===== src/rtl/ppm_pkg.sv =====
// shared types and constants for the p6 stream parser
// no dependencies; used by ppm_parse_core and ppm_p6_stream_parser
package ppm_pkg;

  // field widths
  localparam int unsigned BYTE_W  = 8;
  localparam int unsigned DIM_W   = 14;
  localparam int unsigned ERR_W   = 3;
  localparam int unsigned CNT_W   = 4;
  localparam int unsigned LEFT_W  = 29;
  localparam int unsigned PROD_W  = 2 * DIM_W;

  // most digits allowed in width or height
  localparam int unsigned MAX_DIGITS = 4;

  // saturation limits
  localparam logic [DIM_W-1:0]  ACC_MAX  = {DIM_W{1'b1}};
  localparam logic [LEFT_W-1:0] LEFT_MAX = {LEFT_W{1'b1}};

  // header characters
  localparam logic [BYTE_W-1:0] CH_P     = 8'h50;
  localparam logic [BYTE_W-1:0] CH_6     = 8'h36;
  localparam logic [BYTE_W-1:0] CH_2     = 8'h32;
  localparam logic [BYTE_W-1:0] CH_5     = 8'h35;
  localparam logic [BYTE_W-1:0] CH_0     = 8'h30;
  localparam logic [BYTE_W-1:0] CH_9     = 8'h39;
  localparam logic [BYTE_W-1:0] CH_SPACE = 8'h20;
  localparam logic [BYTE_W-1:0] CH_NL    = 8'h0a;

  // error codes
  localparam logic [ERR_W-1:0] ERR_NONE        = 3'd0;
  localparam logic [ERR_W-1:0] ERR_MAGIC       = 3'd1;
  localparam logic [ERR_W-1:0] ERR_WIDTH       = 3'd2;
  localparam logic [ERR_W-1:0] ERR_WIDTH_LONG  = 3'd3;
  localparam logic [ERR_W-1:0] ERR_HEIGHT      = 3'd4;
  localparam logic [ERR_W-1:0] ERR_HEIGHT_LONG = 3'd5;
  localparam logic [ERR_W-1:0] ERR_MAXVAL      = 3'd6;

  // parser phase, one-hot
  typedef enum logic [10:0] {
    PH_MAGIC_P = 11'b000_0000_0001,
    PH_MAGIC_6 = 11'b000_0000_0010,
    PH_WIDTH   = 11'b000_0000_0100,
    PH_HEIGHT  = 11'b000_0000_1000,
    PH_MAX_2   = 11'b000_0001_0000,
    PH_MAX_5A  = 11'b000_0010_0000,
    PH_MAX_5B  = 11'b000_0100_0000,
    PH_MAX_NL  = 11'b000_1000_0000,
    PH_DATA    = 11'b001_0000_0000,
    PH_DONE    = 11'b010_0000_0000,
    PH_FAIL    = 11'b100_0000_0000
  } phase_t;

  // input item
  typedef struct packed {
    logic [BYTE_W-1:0] data_byte;
    logic              first;
  } in_item_t;

  // result item
  typedef struct packed {
    logic              pixel_valid;
    logic [BYTE_W-1:0] pixel_byte;
    logic              last_pixel;
    logic              header_done;
    logic [DIM_W-1:0]  image_width;
    logic [DIM_W-1:0]  image_height;
    logic [ERR_W-1:0]  error_code;
  } out_item_t;

endpackage


===== src/rtl/ppm_parse_core.sv =====
// header state machine, size accumulators and data byte counter
// depends on ppm_pkg; instantiated by ppm_p6_stream_parser
module ppm_parse_core (
  input  logic              clk,
  input  logic              rst_n,
  input  logic              step,
  input  ppm_pkg::in_item_t item,
  output ppm_pkg::out_item_t result
);

  ppm_pkg::phase_t                    phase_r, phase_nxt, cur_phase;
  logic [ppm_pkg::DIM_W-1:0]          width_r, width_nxt, cur_width;
  logic [ppm_pkg::DIM_W-1:0]          height_r, height_nxt, cur_height;
  logic [ppm_pkg::CNT_W-1:0]          cnt_r, cnt_nxt, cur_cnt;
  logic [ppm_pkg::LEFT_W-1:0]         left_r, left_nxt, cur_left;
  logic [ppm_pkg::ERR_W-1:0]          err_r, err_nxt, cur_err;
  logic [ppm_pkg::PROD_W-1:0]         prod_r;
  logic [ppm_pkg::PROD_W+1:0]         prod3;
  logic [ppm_pkg::LEFT_W-1:0]         total;
  logic [ppm_pkg::BYTE_W-1:0]         b;
  logic                               is_digit;
  logic                               cnt_full;
  logic                               done;

  // acc*10 + digit, saturating
  function automatic logic [ppm_pkg::DIM_W-1:0] add_digit(
    input logic [ppm_pkg::DIM_W-1:0] acc,
    input logic [3:0]                dig
  );
    logic [ppm_pkg::DIM_W+3:0] v;
    v = {1'b0, acc, 3'b000} + {3'b000, acc, 1'b0} + {{ppm_pkg::DIM_W{1'b0}}, dig};
    if (v > {4'b0000, ppm_pkg::ACC_MAX}) begin
      return ppm_pkg::ACC_MAX;
    end
    return v[ppm_pkg::DIM_W-1:0];
  endfunction

  // size product, ready well before the maxval newline arrives
  always_ff @(posedge clk) begin
    prod_r <= width_r * height_r;
  end

  // times three, saturated to the counter width
  always_comb begin
    prod3 = {2'b00, prod_r} + {1'b0, prod_r, 1'b0};
    if (prod3 > {1'b0, ppm_pkg::LEFT_MAX}) begin
      total = ppm_pkg::LEFT_MAX;
    end else begin
      total = prod3[ppm_pkg::LEFT_W-1:0];
    end
  end

  // a first byte restarts from the reset state
  always_comb begin
    if (item.first) begin
      cur_phase  = ppm_pkg::PH_MAGIC_P;
      cur_width  = '0;
      cur_height = '0;
      cur_cnt    = '0;
      cur_left   = '0;
      cur_err    = ppm_pkg::ERR_NONE;
    end else begin
      cur_phase  = phase_r;
      cur_width  = width_r;
      cur_height = height_r;
      cur_cnt    = cnt_r;
      cur_left   = left_r;
      cur_err    = err_r;
    end
  end

  assign b        = item.data_byte;
  assign is_digit = (b >= ppm_pkg::CH_0) && (b <= ppm_pkg::CH_9);
  assign cnt_full = cur_cnt >= ppm_pkg::CNT_W'(ppm_pkg::MAX_DIGITS);

  // next state and result for one byte
  always_comb begin
    phase_nxt  = cur_phase;
    width_nxt  = cur_width;
    height_nxt = cur_height;
    cnt_nxt    = cur_cnt;
    left_nxt   = cur_left;
    err_nxt    = cur_err;
    result     = '0;

    case (cur_phase)
      ppm_pkg::PH_MAGIC_P: begin
        if (b == ppm_pkg::CH_P) begin
          phase_nxt = ppm_pkg::PH_MAGIC_6;
        end else begin
          phase_nxt = ppm_pkg::PH_FAIL;
          err_nxt   = ppm_pkg::ERR_MAGIC;
        end
      end
      ppm_pkg::PH_MAGIC_6: begin
        if (b == ppm_pkg::CH_6) begin
          phase_nxt = ppm_pkg::PH_WIDTH;
        end else begin
          phase_nxt = ppm_pkg::PH_FAIL;
          err_nxt   = ppm_pkg::ERR_MAGIC;
        end
      end
      ppm_pkg::PH_WIDTH: begin
        if (is_digit) begin
          if (cnt_full) begin
            phase_nxt = ppm_pkg::PH_FAIL;
            err_nxt   = ppm_pkg::ERR_WIDTH_LONG;
          end else begin
            width_nxt = add_digit(cur_width, b[3:0]);
            cnt_nxt   = cur_cnt + 1'b1;
          end
        end else if (b == ppm_pkg::CH_NL && cur_cnt == '0) begin
          // leading newline before the width, skipped
        end else if (b == ppm_pkg::CH_SPACE && cur_cnt != '0) begin
          cnt_nxt   = '0;
          phase_nxt = ppm_pkg::PH_HEIGHT;
        end else begin
          phase_nxt = ppm_pkg::PH_FAIL;
          err_nxt   = ppm_pkg::ERR_WIDTH;
        end
      end
      ppm_pkg::PH_HEIGHT: begin
        if (is_digit) begin
          if (cnt_full) begin
            phase_nxt = ppm_pkg::PH_FAIL;
            err_nxt   = ppm_pkg::ERR_HEIGHT_LONG;
          end else begin
            height_nxt = add_digit(cur_height, b[3:0]);
            cnt_nxt    = cur_cnt + 1'b1;
          end
        end else if (b == ppm_pkg::CH_NL && cur_cnt != '0) begin
          cnt_nxt   = '0;
          phase_nxt = ppm_pkg::PH_MAX_2;
        end else begin
          phase_nxt = ppm_pkg::PH_FAIL;
          err_nxt   = ppm_pkg::ERR_HEIGHT;
        end
      end
      ppm_pkg::PH_MAX_2: begin
        if (b == ppm_pkg::CH_2) begin
          phase_nxt = ppm_pkg::PH_MAX_5A;
        end else begin
          phase_nxt = ppm_pkg::PH_FAIL;
          err_nxt   = ppm_pkg::ERR_MAXVAL;
        end
      end
      ppm_pkg::PH_MAX_5A: begin
        if (b == ppm_pkg::CH_5) begin
          phase_nxt = ppm_pkg::PH_MAX_5B;
        end else begin
          phase_nxt = ppm_pkg::PH_FAIL;
          err_nxt   = ppm_pkg::ERR_MAXVAL;
        end
      end
      ppm_pkg::PH_MAX_5B: begin
        if (b == ppm_pkg::CH_5) begin
          phase_nxt = ppm_pkg::PH_MAX_NL;
        end else begin
          phase_nxt = ppm_pkg::PH_FAIL;
          err_nxt   = ppm_pkg::ERR_MAXVAL;
        end
      end
      ppm_pkg::PH_MAX_NL: begin
        if (b == ppm_pkg::CH_NL) begin
          left_nxt  = total;
          phase_nxt = (total != '0) ? ppm_pkg::PH_DATA : ppm_pkg::PH_DONE;
        end else begin
          phase_nxt = ppm_pkg::PH_FAIL;
          err_nxt   = ppm_pkg::ERR_MAXVAL;
        end
      end
      ppm_pkg::PH_DATA: begin
        result.pixel_valid = 1'b1;
        result.pixel_byte  = b;
        if (cur_left <= ppm_pkg::LEFT_W'(1)) begin
          result.last_pixel = 1'b1;
          left_nxt          = '0;
          phase_nxt         = ppm_pkg::PH_DONE;
        end else begin
          left_nxt = cur_left - 1'b1;
        end
      end
      default: begin
        // done or failed: byte ignored
      end
    endcase

    done = (phase_nxt == ppm_pkg::PH_DATA) || (phase_nxt == ppm_pkg::PH_DONE);
    result.header_done  = done;
    result.image_width  = done ? width_nxt : '0;
    result.image_height = done ? height_nxt : '0;
    result.error_code   = err_nxt;
  end

  // state registers, updated once per accepted item
  always_ff @(posedge clk) begin
    if (!rst_n) begin
      phase_r  <= ppm_pkg::PH_MAGIC_P;
      width_r  <= '0;
      height_r <= '0;
      cnt_r    <= '0;
      left_r   <= '0;
      err_r    <= ppm_pkg::ERR_NONE;
    end else if (step) begin
      phase_r  <= phase_nxt;
      width_r  <= width_nxt;
      height_r <= height_nxt;
      cnt_r    <= cnt_nxt;
      left_r   <= left_nxt;
      err_r    <= err_nxt;
    end
  end

`ifndef SYNTHESIS
  // an error code is shown only while parsing has stopped
  assert property (@(posedge clk) disable iff (!rst_n)
    (err_r != ppm_pkg::ERR_NONE) |-> (phase_r == ppm_pkg::PH_FAIL))
    else $error("error code set outside the fail phase");

  // data phase always has bytes to count
  assert property (@(posedge clk) disable iff (!rst_n)
    (phase_r == ppm_pkg::PH_DATA) |-> (left_r != '0))
    else $error("data phase with zero bytes left");

  // digit counter never exceeds the limit
  assert property (@(posedge clk) disable iff (!rst_n)
    cnt_r <= ppm_pkg::CNT_W'(ppm_pkg::MAX_DIGITS))
    else $error("digit count beyond limit");
`endif

endmodule


===== src/rtl/ppm_p6_stream_parser.sv =====
// top level of the p6 stream parser: input handshake and result register
// depends on ppm_pkg and ppm_parse_core
//
// Takes one byte of a binary P6 image per item and returns one result item per
// byte, in the cycle after it is accepted. A byte is taken every cycle: the
// parse logic is combinational from the state registers into the result
// register, and in_ready stays high as long as the result register is empty or
// is being emptied in the same cycle. The pixel byte count is formed from a
// registered width*height product that settles while the maxval digits go by.
// A byte with first set restarts the parser and is parsed as the first byte of
// a new file; after an error all bytes are ignored until then.
module ppm_p6_stream_parser (
  input  logic               clk,
  input  logic               rst_n,
  input  logic               in_valid,
  output logic               in_ready,
  input  ppm_pkg::in_item_t  in_data,
  output logic               out_valid,
  input  logic               out_ready,
  output ppm_pkg::out_item_t out_data
);

  logic               step;
  logic               out_valid_r;
  ppm_pkg::out_item_t out_data_r;
  ppm_pkg::out_item_t result;

  assign in_ready = !out_valid_r || out_ready;
  assign step     = in_valid && in_ready;

  ppm_parse_core u_core (
    .clk    (clk),
    .rst_n  (rst_n),
    .step   (step),
    .item   (in_data),
    .result (result)
  );

  // result register
  always_ff @(posedge clk) begin
    if (!rst_n) begin
      out_valid_r <= 1'b0;
    end else if (step) begin
      out_valid_r <= 1'b1;
    end else if (out_ready) begin
      out_valid_r <= 1'b0;
    end
  end

  always_ff @(posedge clk) begin
    if (step) begin
      out_data_r <= result;
    end
  end

  assign out_valid = out_valid_r;
  assign out_data  = out_data_r;

`ifndef SYNTHESIS
  // pixel bytes only come after the header
  assert property (@(posedge clk) disable iff (!rst_n)
    (out_valid && out_data.pixel_valid) |-> out_data.header_done)
    else $error("pixel item before header done");

  // last marker only on a pixel item
  assert property (@(posedge clk) disable iff (!rst_n)
    (out_valid && out_data.last_pixel) |-> out_data.pixel_valid)
    else $error("last marker without pixel");

  // error and header done never together
  assert property (@(posedge clk) disable iff (!rst_n)
    (out_valid && out_data.error_code != ppm_pkg::ERR_NONE) |-> !out_data.header_done)
    else $error("error with header done");

  // every accepted item yields a result next cycle
  assert property (@(posedge clk) disable iff (!rst_n)
    step |=> out_valid)
    else $error("accepted item produced no result");
`endif

endmodule


===== config.mk =====
export PLATFORM = sky130hd
export DESIGN_NAME = ppm_p6_stream_parser
export DESIGN_NICKNAME = d
export VERILOG_FILES = /design/src/rtl/ppm_pkg.sv /design/src/rtl/ppm_parse_core.sv /design/src/rtl/ppm_p6_stream_parser.sv
export SDC_FILE = /design/constraint.sdc
export NUM_CORES = 1
export LEC_CHECK = 0
export ABC_AREA = 1
export BUFFER_PORTS_ARGS = -buffer_cell sky130_fd_sc_hd__buf_2
export CORE_UTILIZATION = 25
export CTS_CLUSTER_SIZE = 14
export DETAILED_ROUTE_END_ITERATION = 8
export PLACE_DENSITY = 0.39
export SYNTH_ARGS = -nofsm -noshare
export SYNTH_HDL_FRONTEND = slang
export SYNTH_SLANG_ARGS = --single-unit

===== constraint.sdc =====
create_clock -name clk -period 7.2 [get_ports clk]
set_input_delay 1.08 -clock clk [delete_from_list [all_inputs] [get_ports clk]]
set_output_delay 1.08 -clock clk [all_outputs]
set_load 0.1 [all_outputs]

==> out/qor.yml, run 1 <==
path_clk_slew_ns: 0.06
synth_nets: 2962
drive_above_1_share_pct: 7.084
fp.dieH_um: 272.3
clkSinkCount: 146
grt_overflow_total: 0
crit_type: "reg2reg"
hold_buffers: 0
grt_max_degree: 88
fin_worst_skew_ns: 0.01426
port_buffers: 56
area_growth_pct: 9.867
drtPass1Iterations: 6
cts_setup_buffers: 0
finalCritPeriodShare_pct: 87.13
seq_area_frac_synth_pct: 18.31
drt-vias-per-instance: 4.474
vdd_ir_drop_max_mv: 0.1665
layout.nets: 2980
startpoint_type: "flip-flop"
chipWidth_um: 272.3
place_ws_ns: 0.9467
hold_violations: 0
die-area_um2: 74130
track_usage_pct: 15.11
netlist_instances: 2623
drv_slew: 0
p_leak_nw: 11.27
h-tree-depth: 4
cts_tree: "built"
ys.flop_type: "dfxtp_1"
min_path_type: "reg2reg"
antenna_left: 0
setup-violations-final: 0
synth-async-reset-ratio_pct: 0
slew_headroom_pct: 31.66
yosysUniqueCellTypes: 59
grt_pass1_wl_um: 88600
dpl.hpwl_um: 44210
synth.area.top_cells: "fa_1 16%, nand2_1 14%, ha_1 12%"
clockBufferDepth: 2
rsz0062_at_grt: "no"
syn_area_per_cell_um2: 6.961
cp.required_ns: 7.56
fin_setup_tns_ns: 0
yosys.cell_count.top_type: "nand2_1"
cts_resized: 0
fin_cells: 3604
ys_ff_latch: 146
row_count: 98
cp-end-kind: "flip-flop"
synth-edff-count: 42
core-area_um2: 71850
n_antenna_cell: 0
grt_pass1_vias: 16275
outcome: "complete, no violations"
ys_warn_count: 0
setup_ws_ns: 0.9265
routedWlPerCell_um: 15.10
gp_congestion: 0.8682
insertion_delay_ns: 0.48
worstPathArrival_ns: 6.64
powerDensity_nw_per_um2: 159.8
start_util_pct: 25.41
clock-root-buffer: "clkbuf_16"
wirelength_um: 54420
worst_slew_pin_slew_ns: 1.025
synth_area_leader_cell: "fa_1"
synth_area_um2: 18260
netlist.area_leader.share_pct: 16.01
pin_count: 57
fin_crit_ns: 6.273
first_iter_violations: 694
fmax_mhz: 159.4
cts_buffers: 17
cp_max_fo: 16
drv_cap: 0
vias: 16123
netlist_top_cells_count: "697 x nand2_1, 490 x inv_1, 214 x nor2_1"
place_inst: 3572
drc: 0
antenna_found_initial: 0
## power breakdown
part	internal [W]	switching, W
Sequential	0.000920	0.0000815
Clock	0.000470	0.000397
Combinational	0.000423	0.000915
## layout make-up
class                   count  area (um^2)
clock buffers              18        429.2
clock inverters            14        115.1
fillers                  8120        51790
inverters                 508         1912
multi-input cells        1888        12610
flip-flops and latches    146         3343
well taps                 950         1189
repair buffers             80        460.4
## critical path: stages, from the launching register on
cell and delay (ns):
dfxtp_1 0.80, nand2_1 0.16, fa_1 0.54, inv_1 0.05
fa_1 0.51, fa_1 0.52, inv_1 0.05, fa_1 0.46
fa_1 0.55, inv_1 0.06, fa_1 0.47, ha_1 0.37
a21oi_1 0.22, nor2_1 0.06, nor2_1 0.10, o221ai_1 0.11
a21oi_1 0.31, inv_1 0.07, a21oi_1 0.21, o21ai_0 0.19
nand4_1 0.11, nand3_1 0.08, xor2_1 0.15
## worst paths after layout
| path | startpoint | end | slack, ns | cells after the start |
|---|---|---|---|---|
| max reg2reg | u_core.width_r[6] | u_core.prod_r[26] | 0.93 | 22 |
| min | u_core.cnt_r[0] | u_core.cnt_r[0] | 0.46 | 2 |
| max | u_core.width_r[6] | u_core.prod_r[26] | 0.93 | 22 |
| min reg2reg | u_core.cnt_r[0] | u_core.cnt_r[0] | 0.46 | 2 |
## sequential cells by signal (all words and copies together), names as in the netlist
name,count
out_data,42
out_valid,1
u_core.cnt_r,4
u_core.err_r,3
u_core.height_r,14
u_core.left_r,29
u_core.phase_r,11
u_core.prod_r,28
u_core.width_r,14
## routing by layer
metal / routed length (um) / up-vias / global-route usage, %
li1: - / 8249 / -
met3: 1233 / 44 / 1.746
met4: 841 / 0 / 4.051
met1: 26840 / 7658 / 20.82
met2: 25510 / 172 / 24.83
met5: 0 / - / 0
## kinds of logic (layout without fill, tap and decap cells)
group | count (synthesis) | count (layout) | share of synthesized area, %
AO/OA/AOI/OAI | 342 | 342 | 10.48
XOR/XNOR | 75 | 75 | 3.597
adder cells (fa/ha/maj) | 326 | 326 | 28.34
buffers and inverters | 589 | 620 | 12.63
flip-flops | 146 | 146 | 18.31
AND/OR/NAND/NOR | 1145 | 1145 | 26.65
## metrics by stage
step           util, %  cell area, um^2  hold WS [ns]  power, W
2_1_floorplan        -            18260        0.4454  0.002001
3_3_place_gp     27.16            19520        0.4558  0.002366
3_5_place_dp     27.16            19520        0.4606  0.002367
4_1_cts          27.92            20060        0.4714  0.003262
5_1_grt          27.92            20060        0.5062  0.003458
6_report         27.92            20060        0.4649  0.003206
## layout by cell type, fill, tap and decap left out, drive strengths merged, types with 7 or more instances in the layout
master,count
o21ai,115
edfxtp,42
a221oi,15
xor2,43
fa,146
nor4,7
a21oi,155
inv,506
a31oi,15
nand2,723
dfxtp,104
a22oi,7
nand4,28
xnor2,32
nor2,235
nor3,25
ha,180
buf,80
nand3,113
clkbuf,18
clkinv,12
(Power assumes the default switching activity.)
==> run 2, diff against run 1 <==
--- a/config.mk
+++ b/config.mk
@@ -7,10 +7,12 @@
 export LEC_CHECK = 0
 export ABC_AREA = 1
 export BUFFER_PORTS_ARGS = -buffer_cell sky130_fd_sc_hd__buf_2
-export CORE_UTILIZATION = 25
+export CORE_MARGIN = 2
+export CORE_UTILIZATION = 45
 export CTS_CLUSTER_SIZE = 14
 export DETAILED_ROUTE_END_ITERATION = 8
-export PLACE_DENSITY = 0.39
+export PLACE_DENSITY = 0.61
+export SETUP_SLACK_MARGIN = 0.4
 export SYNTH_ARGS = -nofsm -noshare
 export SYNTH_HDL_FRONTEND = slang
 export SYNTH_SLANG_ARGS = --single-unit
==> run 2 against run 1 <==
- clock-buffer cell count up 1
- register-to-register slack better by 0.05 ns
- cell count fell by 12%
- setup slack improved by 0.051 ns
- clock power rose by 3.8%
- largest power group unchanged
==> out/qor.yml, run 2 (synthesized netlist as in run 1, its figures left out) <==
die-area_um2: 42210
pin_count: 57
startpoint_type: "flip-flop"
gp_congestion: 0.9242
grt_max_degree: 102
slowest_stage: "dfxtp_1"
finalCritPeriodShare_pct: 86.42
wl_met1_um: 21970
cp_top_family: "adder cells"
final_common_cell: "nand2_1"
worst-path-buf-inv: 4
utilization_pct: 48.74
powerDensity_nw_per_um2: 163.8
core-area_um2: 39910
drv_cap: 0
outcome: "complete, no violations"
setup-violations-final: 0
min_path_type: "reg2reg"
hold_violations: 0
start_util_pct: 45.75
drc: 0
worstPathArrival_ns: 6.56
crit_type: "reg2reg"
top_layer: "met4"
row_count: 73
routedWlPerCell_um: 14.99
drv_slew: 0
first_iter_violations: 1074
wl_met3_um: 2020
clkSinkCount: 146
drive_above_1_share_pct: 6.631
crit_path_cell_trace: "nand2_1, fa_1, inv_1, fa_1, fa_1, inv_1, fa_1, fa_1, inv_1, fa_1, ha_1, a21oi_1, nor2_1, nor2_1, o221ai_1, a21oi_1, inv_1, a21oi_1, o21ai_0, nand4_1, nand3_1, xor2_1"
wirelength_um: 47430
fin_setup_tns_ns: 0
cp_max_fo: 16
hold_buffers: 0
drt-vias-per-instance: 5.159
vdd_ir_drop_max_mv: 0.1633
port_buffers: 56
path_clk_slew_ns: 0.07
layout.nets: 2965
insertion_delay_ns: 0.45
n_antenna_cell: 0
vias: 16323
fp.dieH_um: 205.4
track_usage_pct: 23.32
power.total_w: 0.003188
slowest_delay_ns: 0.70
grt_pass1_wl_um: 78920
cts_setup_buffers: 0
antenna_left: 0
dpl.hpwl_um: 38310
chipWidth_um: 205.4
p_leak_nw: 11.23
largest_reg_flops: 42
fin_crit_ns: 6.222
fillers: 4009
worst_slew_pin_slew_ns: 1.066
slew_headroom_pct: 28.90
final_area_um2: 19460
path_common_cell: "fa_1"
antenna_found_initial: 0
fin_worst_skew_ns: 0.01714
cp-end-kind: "flip-flop"
grt_pass1_vias: 15892
drtPass1Iterations: 5
postPlaceCellArea_um2: 18870
grt_overflow_total: 0
h-tree-depth: 4
cts_resized: 0
final_cell_mix: "697 x nand2_1, 489 x inv_1, 214 x nor2_1"
route.met2.wl_um: 22490
fmax_mhz: 160.7
area_growth_pct: 6.551
clock-root-buffer: "clkbuf_16"
cts_tree: "built"
rsz0062_at_grt: "no"
clockBufferDepth: 2
cts_buffers: 17
cp.required_ns: 7.53
[run 2: changes by cell type in the layout (fill, tap and decap cells not counted), sizes merged]
cell	delta
buf	-15
inv	+7
clkinv	-5
clkinvlp	-2
clkbuf	+1
bufinv	-1
[run 2: per-layer routing]
metal	GRT usage, %	vias to the layer above
li1	-	8225
met1	31.53	7671
met2	39.38	372
met3	2.882	55
met4	6.115	0
met5	0	-
[run 2: final cells by class]
class                   instances  area [um^2]  area share, %
well taps                     525        656.9          3.376
multi-input cells            1888        12610          64.82
clock inverters                13        110.1         0.5659
flip-flops and latches        146         3343          17.18
clock buffers                  19        475.5          2.444
repair buffers                 65        347.8          1.788
inverters                     508         1912          9.826
[run 2: power breakdown]
group          switching [W]  internal, W
sequential         0.0000812     0.000920
clock               0.000406     0.000493
combinational       0.000873     0.000414
total                0.00136      0.00183
[run 2: stage by stage]
stage	hold slack, ns	setup WS (ns)	std cells
finish	0.4703	0.9777	3164
global route	0.4968	0.5521	3164
CTS	0.4705	0.9720	3164
detailed placement	0.4611	0.9892	3132
global placement	0.4557	1.156	3132
floorplan	0.4454	1.519	2623
[run 2: path summary, 6_finish.rpt]
check                    start           endpoint  slack (ns)  depth (start not counted)
max          u_core.width_r[5]  u_core.prod_r[26]        0.98                         22
min            u_core.cnt_r[0]    u_core.cnt_r[0]        0.47                          2
max reg2reg  u_core.width_r[5]  u_core.prod_r[26]        0.98                         22
min reg2reg    u_core.cnt_r[0]    u_core.cnt_r[0]        0.47                          2
[run 2: worst register-to-register path, stage by stage, from the launching register on]
cell,delay (ns)
dfxtp_1,0.70
nand2_1,0.17
fa_1,0.56
inv_1,0.05
fa_1,0.49
fa_1,0.51
inv_1,0.05
fa_1,0.46
fa_1,0.55
inv_1,0.06
fa_1,0.47
ha_1,0.38
a21oi_1,0.21
nor2_1,0.06
nor2_1,0.10
o221ai_1,0.11
a21oi_1,0.33
inv_1,0.09
a21oi_1,0.21
o21ai_0,0.20
nand4_1,0.12
nand3_1,0.08
xor2_1,0.15
